--- config.mk ---
export PLATFORM = sky130hd
export DESIGN_NAME = semaphore_wait_queue_table_top
export DESIGN_NICKNAME = d
export VERILOG_FILES = /design/src/hdl/swq_pkg.sv /design/src/hdl/semaphore_wait_queue_table_top.sv /design/src/hdl/swq_front.sv /design/src/hdl/swq_back.sv
export SDC_FILE = /design/constraint.sdc
export NUM_CORES = 2
export LEC_CHECK = 0
export BUFFER_PORTS_ARGS = -buffer_cell sky130_fd_sc_hd__buf_2
export CORE_MARGIN = 2
export CORE_UTILIZATION = 27
export CTS_BUF_LIST = sky130_fd_sc_hd__clkbuf_4
export DETAILED_ROUTE_END_ITERATION = 10
export HOLD_SLACK_MARGIN = 0.02
export MAX_ROUTING_LAYER = met4
export SETUP_SLACK_MARGIN = 0.2
export SYNTH_ARGS = -nofsm -noshare
export SYNTH_HDL_FRONTEND = slang
export SYNTH_SLANG_ARGS = --single-unit
--- constraint.sdc ---
create_clock -name clk_i -period 5.9 [get_ports clk_i]
set_input_delay 0 -clock clk_i [delete_from_list [all_inputs] [get_ports clk_i]]
set_output_delay 0 -clock clk_i [all_outputs]
set_load 0.02 [all_outputs]
--- src/hdl/swq_pkg.sv ---
package swq_pkg;

  localparam int unsigned MaxProcs = 32;
  localparam int unsigned IdxW = $clog2(MaxProcs);

  typedef enum logic [2:0] {
    OP_BLOCK   = 3'd0,
    OP_DEQUEUE = 3'd1,
    OP_RM_SLOT = 3'd2,
    OP_RM_PID  = 3'd3,
    OP_PEEK    = 3'd4,
    OP_NOP     = 3'd7
  } opcode_e;

  typedef enum logic [1:0] {
    ST_OK   = 2'd0,
    ST_FULL = 2'd1,
    ST_NONE = 2'd2
  } status_e;

  typedef struct packed {
    logic [2:0]  opcode;
    logic [31:0] sem_key;
    logic [4:0]  proc_slot;
    logic [30:0] proc_pid;
  } swq_in_t;

  typedef struct packed {
    logic [1:0]  status;
    logic [4:0]  out_slot;
    logic [30:0] out_pid;
    logic [31:0] out_key;
  } swq_out_t;

  // Classified command handed from the front part to the back part.
  typedef struct packed {
    logic [2:0]      opcode;
    logic            hit;
    logic [IdxW-1:0] idx;
    logic            free_ok;
    logic [IdxW-1:0] free_idx;
    logic [IdxW-1:0] slot;
    logic [31:0]     sem_key;
    logic [30:0]     proc_pid;
  } swq_cmd_t;

endpackage

--- src/hdl/semaphore_wait_queue_table_top.sv ---
// Semaphore wait-queue table. One command is accepted when start_i is high and busy_o low;
// key, pid and free-descriptor compares are done combinationally before acceptance. The
// result appears on result_o for exactly one cycle with done_o after the classified command
// is registered in the front part, handed over to the back part, then taken through a
// pointer read and a pointer write. busy_o stays high from acceptance until the result
// cycle; the next command can be accepted at the edge ending the result cycle, so no two
// commands overlap. The receiver cannot stall; results must be taken in the strobe cycle.
module semaphore_wait_queue_table_top
  import swq_pkg::*;
(
  input  logic     clk_i,
  input  logic     rst_ni,
  input  logic     start_i,
  input  swq_in_t  cmd_i,
  output logic     busy_o,
  output logic     done_o,
  output swq_out_t result_o
);

  logic                 cmd_valid, idle, pend_q;
  swq_cmd_t             cmd;
  logic [MaxProcs-1:0]  dvalid, blocked;
  logic [MaxProcs-1:0][31:0] dkey;
  logic [MaxProcs-1:0][30:0] pids;

  always_ff @(posedge clk_i or negedge rst_ni) begin
    if (!rst_ni) begin
      pend_q <= 1'b0;
    end else if (start_i && !busy_o) begin
      pend_q <= 1'b1;
    end else if (done_o) begin
      pend_q <= 1'b0;
    end
  end

  assign busy_o = pend_q && !done_o || !idle;

  swq_front u_front (
    .clk_i, .rst_ni, .start_i, .in_i(cmd_i), .busy_i(busy_o),
    .desc_valid_i(dvalid), .desc_key_i(dkey), .proc_blocked_i(blocked),
    .proc_pid_i(pids), .cmd_valid_o(cmd_valid), .cmd_o(cmd)
  );

  swq_back u_back (
    .clk_i, .rst_ni, .cmd_valid_i(cmd_valid), .cmd_i(cmd), .idle_o(idle),
    .desc_valid_o(dvalid), .desc_key_o(dkey), .proc_blocked_o(blocked),
    .proc_pid_o(pids), .done_o, .res_o(result_o)
  );

`ifndef ASSERT_OFF
  a_no_start_busy: assert property (@(posedge clk_i) disable iff (!rst_ni)
    start_i && !busy_o |=> busy_o) else $error("accepted command not busy");
  a_done_pending: assert property (@(posedge clk_i) disable iff (!rst_ni)
    done_o |-> pend_q) else $error("result without command");
  a_status_legal: assert property (@(posedge clk_i) disable iff (!rst_ni)
    done_o |-> result_o.status != 2'd3) else $error("bad status");
`endif

endmodule

--- src/hdl/swq_front.sv ---
module swq_front
  import swq_pkg::*;
(
  input  logic                 clk_i,
  input  logic                 rst_ni,
  input  logic                 start_i,
  input  swq_in_t              in_i,
  input  logic                 busy_i,
  input  logic [MaxProcs-1:0]  desc_valid_i,
  input  logic [MaxProcs-1:0][31:0] desc_key_i,
  input  logic [MaxProcs-1:0]  proc_blocked_i,
  input  logic [MaxProcs-1:0][30:0] proc_pid_i,
  output logic                 cmd_valid_o,
  output swq_cmd_t             cmd_o
);

  swq_cmd_t cmd_d, cmd_q;
  logic     vld_q;
  logic     key_hit, pid_hit, free_ok, slot_ok;
  logic [IdxW-1:0] key_idx, pid_idx, free_idx;

  always_comb begin
    key_hit = 1'b0; key_idx = '0;
    pid_hit = 1'b0; pid_idx = '0;
    free_ok = 1'b0; free_idx = '0;
    for (int i = MaxProcs - 1; i >= 0; i--) begin
      if (desc_valid_i[i] && desc_key_i[i] == in_i.sem_key) begin
        key_hit = 1'b1; key_idx = IdxW'(i);
      end
      if (proc_blocked_i[i] && proc_pid_i[i] == in_i.proc_pid) begin
        pid_hit = 1'b1; pid_idx = IdxW'(i);
      end
      if (!desc_valid_i[i]) begin
        free_ok = 1'b1; free_idx = IdxW'(i);
      end
    end
    slot_ok = ({27'd0, in_i.proc_slot} < 32'(MaxProcs));
    cmd_d = '0;
    cmd_d.opcode   = in_i.opcode;
    cmd_d.sem_key  = in_i.sem_key;
    cmd_d.proc_pid = in_i.proc_pid;
    cmd_d.slot     = IdxW'(in_i.proc_slot);
    cmd_d.free_ok  = free_ok;
    cmd_d.free_idx = free_idx;
    case (in_i.opcode)
      OP_BLOCK: begin
        cmd_d.hit = key_hit; cmd_d.idx = key_idx;
        cmd_d.free_ok = free_ok && slot_ok;
        if (!slot_ok || proc_blocked_i[IdxW'(in_i.proc_slot)]) begin
          cmd_d.opcode = OP_NOP;
        end
      end
      OP_DEQUEUE, OP_PEEK: begin
        cmd_d.hit = key_hit; cmd_d.idx = key_idx;
      end
      OP_RM_SLOT: begin
        cmd_d.hit = slot_ok && proc_blocked_i[IdxW'(in_i.proc_slot)];
        cmd_d.idx = IdxW'(in_i.proc_slot);
      end
      OP_RM_PID: begin
        cmd_d.hit = pid_hit; cmd_d.idx = pid_idx;
      end
      default: cmd_d.hit = 1'b0;
    endcase
  end

  always_ff @(posedge clk_i or negedge rst_ni) begin
    if (!rst_ni) begin
      vld_q <= 1'b0;
    end else begin
      vld_q <= start_i && !busy_i;
    end
  end

  always_ff @(posedge clk_i) begin
    if (start_i && !busy_i) begin
      cmd_q <= cmd_d;
    end
  end

  assign cmd_valid_o = vld_q;
  assign cmd_o       = cmd_q;

endmodule

--- src/hdl/swq_back.sv ---
module swq_back
  import swq_pkg::*;
(
  input  logic                 clk_i,
  input  logic                 rst_ni,
  input  logic                 cmd_valid_i,
  input  swq_cmd_t             cmd_i,
  output logic                 idle_o,
  output logic [MaxProcs-1:0]  desc_valid_o,
  output logic [MaxProcs-1:0][31:0] desc_key_o,
  output logic [MaxProcs-1:0]  proc_blocked_o,
  output logic [MaxProcs-1:0][30:0] proc_pid_o,
  output logic                 done_o,
  output swq_out_t             res_o
);

  typedef enum logic [1:0] {S_IDLE, S_READ, S_WRITE} state_e;

  state_e state_q;
  swq_cmd_t c_q;
  logic [MaxProcs-1:0] dvalid_q, blocked_q;
  logic [MaxProcs-1:0][31:0] dkey_q;
  logic [MaxProcs-1:0][30:0] pid_q;
  logic [IdxW-1:0] dhead_q [MaxProcs];
  logic [IdxW-1:0] dtail_q [MaxProcs];
  logic [IdxW-1:0] pdesc_q [MaxProcs];
  logic [IdxW-1:0] pnext_q [MaxProcs];
  logic [IdxW-1:0] pprev_q [MaxProcs];
  logic [IdxW-1:0] s_q, d_q, tl_q;
  logic done_q;
  swq_out_t res_d, res_q;

  always_comb begin
    res_d = '0;
    res_d.status = ST_NONE;
    case (c_q.opcode)
      OP_BLOCK: begin
        res_d.status = (!c_q.hit && !c_q.free_ok) ? ST_FULL : ST_OK;
      end
      OP_DEQUEUE, OP_PEEK, OP_RM_SLOT, OP_RM_PID: begin
        if (c_q.hit) begin
          res_d.status   = ST_OK;
          res_d.out_slot = 5'(s_q);
          res_d.out_pid  = pid_q[s_q];
          res_d.out_key  = dkey_q[d_q];
        end
      end
      default: res_d.status = ST_NONE;
    endcase
  end

  always_ff @(posedge clk_i or negedge rst_ni) begin
    if (!rst_ni) begin
      state_q   <= S_IDLE;
      dvalid_q  <= '0;
      blocked_q <= '0;
      done_q    <= 1'b0;
    end else begin
      done_q <= (state_q == S_WRITE);
      case (state_q)
        S_IDLE: begin
          if (cmd_valid_i) begin
            c_q     <= cmd_i;
            state_q <= S_READ;
          end
        end
        S_READ: begin
          state_q <= S_WRITE;
          if (c_q.opcode == OP_BLOCK) begin
            d_q  <= c_q.hit ? c_q.idx : c_q.free_idx;
            tl_q <= dtail_q[c_q.idx];
            s_q  <= c_q.slot;
          end else begin
            if (c_q.opcode == OP_DEQUEUE || c_q.opcode == OP_PEEK) begin
              s_q <= dhead_q[c_q.idx];
              d_q <= c_q.idx;
            end else begin
              s_q <= c_q.idx;
              d_q <= pdesc_q[c_q.idx];
            end
          end
        end
        S_WRITE: begin
          state_q <= S_IDLE;
          res_q   <= res_d;
          case (c_q.opcode)
            OP_BLOCK: begin
              if (c_q.hit || c_q.free_ok) begin
                if (!c_q.hit) begin
                  dvalid_q[d_q] <= 1'b1;
                  dkey_q[d_q]   <= c_q.sem_key;
                  dhead_q[d_q]  <= s_q;
                end else begin
                  pnext_q[tl_q] <= s_q;
                  pprev_q[s_q]  <= tl_q;
                end
                dtail_q[d_q]   <= s_q;
                blocked_q[s_q] <= 1'b1;
                pdesc_q[s_q]   <= d_q;
                pid_q[s_q]     <= c_q.proc_pid;
              end
            end
            OP_DEQUEUE, OP_RM_SLOT, OP_RM_PID: begin
              if (c_q.hit) begin
                blocked_q[s_q] <= 1'b0;
                if (dhead_q[d_q] == s_q && dtail_q[d_q] == s_q) begin
                  dvalid_q[d_q] <= 1'b0;
                end else if (dhead_q[d_q] == s_q) begin
                  dhead_q[d_q] <= pnext_q[s_q];
                end else if (dtail_q[d_q] == s_q) begin
                  dtail_q[d_q] <= pprev_q[s_q];
                end else begin
                  pnext_q[pprev_q[s_q]] <= pnext_q[s_q];
                  pprev_q[pnext_q[s_q]] <= pprev_q[s_q];
                end
              end
            end
            default: ;
          endcase
        end
        default: state_q <= S_IDLE;
      endcase
    end
  end

  assign idle_o         = (state_q == S_IDLE) && !cmd_valid_i;
  assign desc_valid_o   = dvalid_q;
  assign desc_key_o     = dkey_q;
  assign proc_blocked_o = blocked_q;
  assign proc_pid_o     = pid_q;
  assign done_o         = done_q;
  assign res_o          = res_q;

endmodule

==> impl_metrics.ini <==
[run_status]
status = completed

[synth]
synthXorXnorAreaFrac_pct = 11.7
synth_adder_area_share_pct = 0
yosys_most_used_dff = edfxtp_1
synth_compound_area_share_pct = 2.80
syn_nets = 9569
yosys_warnings = 0
async_reset_ff_share_pct = 2.19
synth_largest_area_cell = edfxtp_1
netlist_area_sq_um = 150000
syn-mean-instance-area_sq_um = 15.8
synth_simple_gate_area_share_pct = 7.66
synth_top_area_share_pct = 61.3
synth_mux_area_share_pct = 13.4
synth-seq-cells = 3151
synth_edf_count = 3067
synth_top_family_by_area = multiplexers
yosysSeqAreaShare_pct = 62.7
synth_area_leaders = edfxtp_1 61%, mux4_2 12%, xnor2_1 7.8%
yosys.cell_types.count = 81
synthCells = 9495

[drt]
dr.pass1.iters = 8
drcViolationCount = 0
via_count = 103036
wl_um = 642000
first_iter_violations = 17409
postRouteAntennaNets = 0
wire_per_inst_um = 34.8
viasPerCell = 5.58

[floorplan]
die_width_um = 750
die_area_sq_um = 562000
io_pins = 146
core_area_sq_um = 553000
fp.dieH_um = 750
start_util_pct = 27.1
rows = 273

[worst_setup_path]
r2r_slack_ns = 0.32
crit_path_max_fanout = 17
critPathLaunchType = input port
critPathMaxStageDelay_ns = 0.76
crit_chain = dlygate4sd3_1 -> buf_2 -> dlygate4sd3_1 -> buf_4 -> xnor2_1 -> nand4_1 -> dlygate4sd3_1 -> nor4_1 -> dlygate4sd3_1 -> nand2_1 -> dlygate4sd3_1 -> nand3_1 -> dlygate4sd3_1 -> nor2_1 -> a21oi_1 -> o21ai_0 -> dlygate4sd3_1
crit_family = buffers and inverters
crit_buf_inv = 9
end_kind = flip-flop
crit_required_ns = 7.22
crit_type = input port to flip-flop
arrival_ns = 6.92
critPathSlowestCell = dlygate4sd3_1
cpMostUsedCell = dlygate4sd3_1
crit_cells = 17
reg2regPathDepth = 13

[grt]
grt_overflow = 0
grt_pass1_wl_um = 859000
antenna_found_initial = 70
grt_usage_pct = 22.7
grt_start_max_net_pins = 111
grt_pass1_vias = 98797

[timing]
setup_tns_ns = 0
setup_viol = 0
rsz0062_at_grt = no
min_period_ns = 5.60
drv_slew = 0
relSlewSlack_pct = 3.52
tightest_slew_ns = 1.45
finClkSkew_ns = 0.293
finalCritPeriodShare_pct = 94.9
fmax_ghz = 0.179
finalHoldViolCount = 0
layout_setup_ws_ns = 0.301

[clocking]
worst_skew_pair.late_latency_ns = 1.84
cts_setup_buffers = 0
cts_sinks = 3151
clockBufferDepth = 4
cts-root-buf = clkbuf_4
clkSlewWorstSetupHoldPaths_ns = 0.07
cts_buffers = 818
h-tree-depth = 6
cts_tree = built

[finish]
final_cell_area_sq_um = 174000
syn_to_final_growth_pct = 16.1
seq_area_sq_um = 94100
fillers = 54655
layout-drive-gt1-share_pct = 25.9
stdcell_count = 18473
multi_input_area_sq_um = 54200
final_nets = 10560

[placement]
dp_hpwl_um = 465000
dpl_cell_area_sq_um = 162000
place_ws_ns = 0.817
globalplace.congestion = 1.01
io_buffers = 145
dp_cells = 16786

[run]
max_cap_viol_count = 0

[power]
p_total_mw = 54.8
ir_drop_uv = 301
p_leak_nw = 53.5
power_density_nw_per_um2 = 314

[min_path]
hp-class = input port to async pin
[per-stage QoR]
stage	hold slack (ns)	util, %
5_1_grt	0.151	31.5
3_3_place_gp	0.0317	29.3
6_report	0.153	31.5
4_1_cts	0.0203	31.5
2_1_floorplan	-0.296	-
3_5_place_dp	0.0344	29.3
[kinds of logic after synthesis]
kind of cell	count (synthesis)
XOR/XNOR	2013
buffers and inverters	632
AO/OA/AOI/OAI	592
multiplexers	982
flip-flops	3151
AND/OR/NAND/NOR	2125
[registers in the layout, indices dropped and copies added, names as in the netlist, 5 cells and up, named ones only]
register	cells
u_back.dhead_q	160
u_back.dtail_q	160
u_back.tl_q	5
u_back.res_o	70
u_back.proc_pid_o	992
u_back.s_q	5
u_back.d_q	5
u_back.desc_key_o	1024
u_back.c_q	83
u_back.pprev_q	160
u_back.pdesc_q	160
u_back.pnext_q	160
u_front.cmd_o	83
[worst paths after layout]
check | to | start
setup / recovery | u_front.cmd_o[76] | cmd_i[10]
hold / removal | async pin | rst_ni
setup reg to reg | u_front.cmd_o[76] | u_back.proc_pid_o[90]
hold reg to reg | u_back.c_q[60] | u_front.cmd_o[60]
max in group asynchronous | async pin | rst_ni
min in group clk_i | u_front.cmd_valid_o | start_i
[worst min-delay path: cells and delay by family]
kind | cells | cell delay (ns)
buffers and inverters | 5 | 2.26
[Yosys cell counts (all sizes together), types with 38 or more instances]
master,count
a21oi,92
a221oi,57
a22o,52
a22oi,106
a31oi,87
a41oi,38
buf,246
clkbuf,337
dfrtp,69
edfxtp,3067
inv,47
mux2i,131
mux4,825
nand2,299
nand2b,42
nand3,99
nand4,609
nor2,416
nor3,96
nor4,378
o21ai,58
xnor2,1334
xor2,679
[metal layers]
metal | global-route usage, % | routed length (um) | vias to the layer above | share of wire (%)
met1 | 29.9 | 251000 | 53436 | 39
met4 | 10.9 | 35800 | 0 | 5.6
li1 | - | - | 40352 | -
met5 | - | 0 | - | 0
met2 | 32.8 | 279000 | 7886 | 43
met3 | 5.42 | 76500 | 1362 | 12
[cell type report]
| type | count | share of cell area [%] |
|---|---|---|
| Antenna cell | 67 | 0.0961 |
| Clock buffer | 1196 | 5.15 |
| Inverter | 49 | 0.107 |
| Tap cell | 7287 | 5.23 |
| Sequential cell | 3151 | 54.0 |
| Timing Repair Buffer | 754 | 3.49 |
| Clock inverter | 257 | 0.832 |
| Multi-Input combinational cell | 5712 | 31.1 |
[power breakdown]
part | internal, mW | total, mW | switching, mW
combinational | 2.95 | 8.86 | 5.91
clock | 9.66 | 19.5 | 9.86
sequential | 25.6 | 26.4 | 0.814
total | 38.2 | 54.8 | 16.6
[cells in the final DEF (no fill, tap or decap), types with 32 or more instances in the layout]
cell type | netlist | routed
edfxtp_1 | 3067 | 3067
xnor2_1 | 1334 | 1334
clkbuf_4 | 0 | 1197
mux4_2 | 825 | 825
xor2_1 | 679 | 679
nand4_1 | 609 | 609
buf_4 | 5 | 415
nor4_1 | 378 | 377
nor2_1 | 416 | 344
nand2_1 | 299 | 296
clkinv_1 | 2 | 168
dlygate4sd3_1 | 0 | 166
buf_2 | 81 | 143
mux2i_1 | 130 | 129
a22oi_1 | 105 | 105
nand3_1 | 99 | 97
nor3_1 | 96 | 94
a31oi_1 | 85 | 85
a21oi_1 | 91 | 80
dfrtp_1 | 69 | 69
diode_2 | 0 | 67
nor2_4 | 0 | 67
a221oi_1 | 56 | 56
a22o_1 | 52 | 52
o21ai_0 | 58 | 51
inv_1 | 45 | 45
nand2b_1 | 42 | 42
a41oi_1 | 38 | 38
clkinv_2 | 0 | 34
o22ai_1 | 32 | 32
[what timing repair did]
item / CTS / global route
endpoints found under the hold margin: 850 / 0
gates resized for setup: 0 / 1
setup endpoints to repair: 0 / 1
hold buffers: 167 / 0
Note: power is estimated with default switching activity, not from simulation.
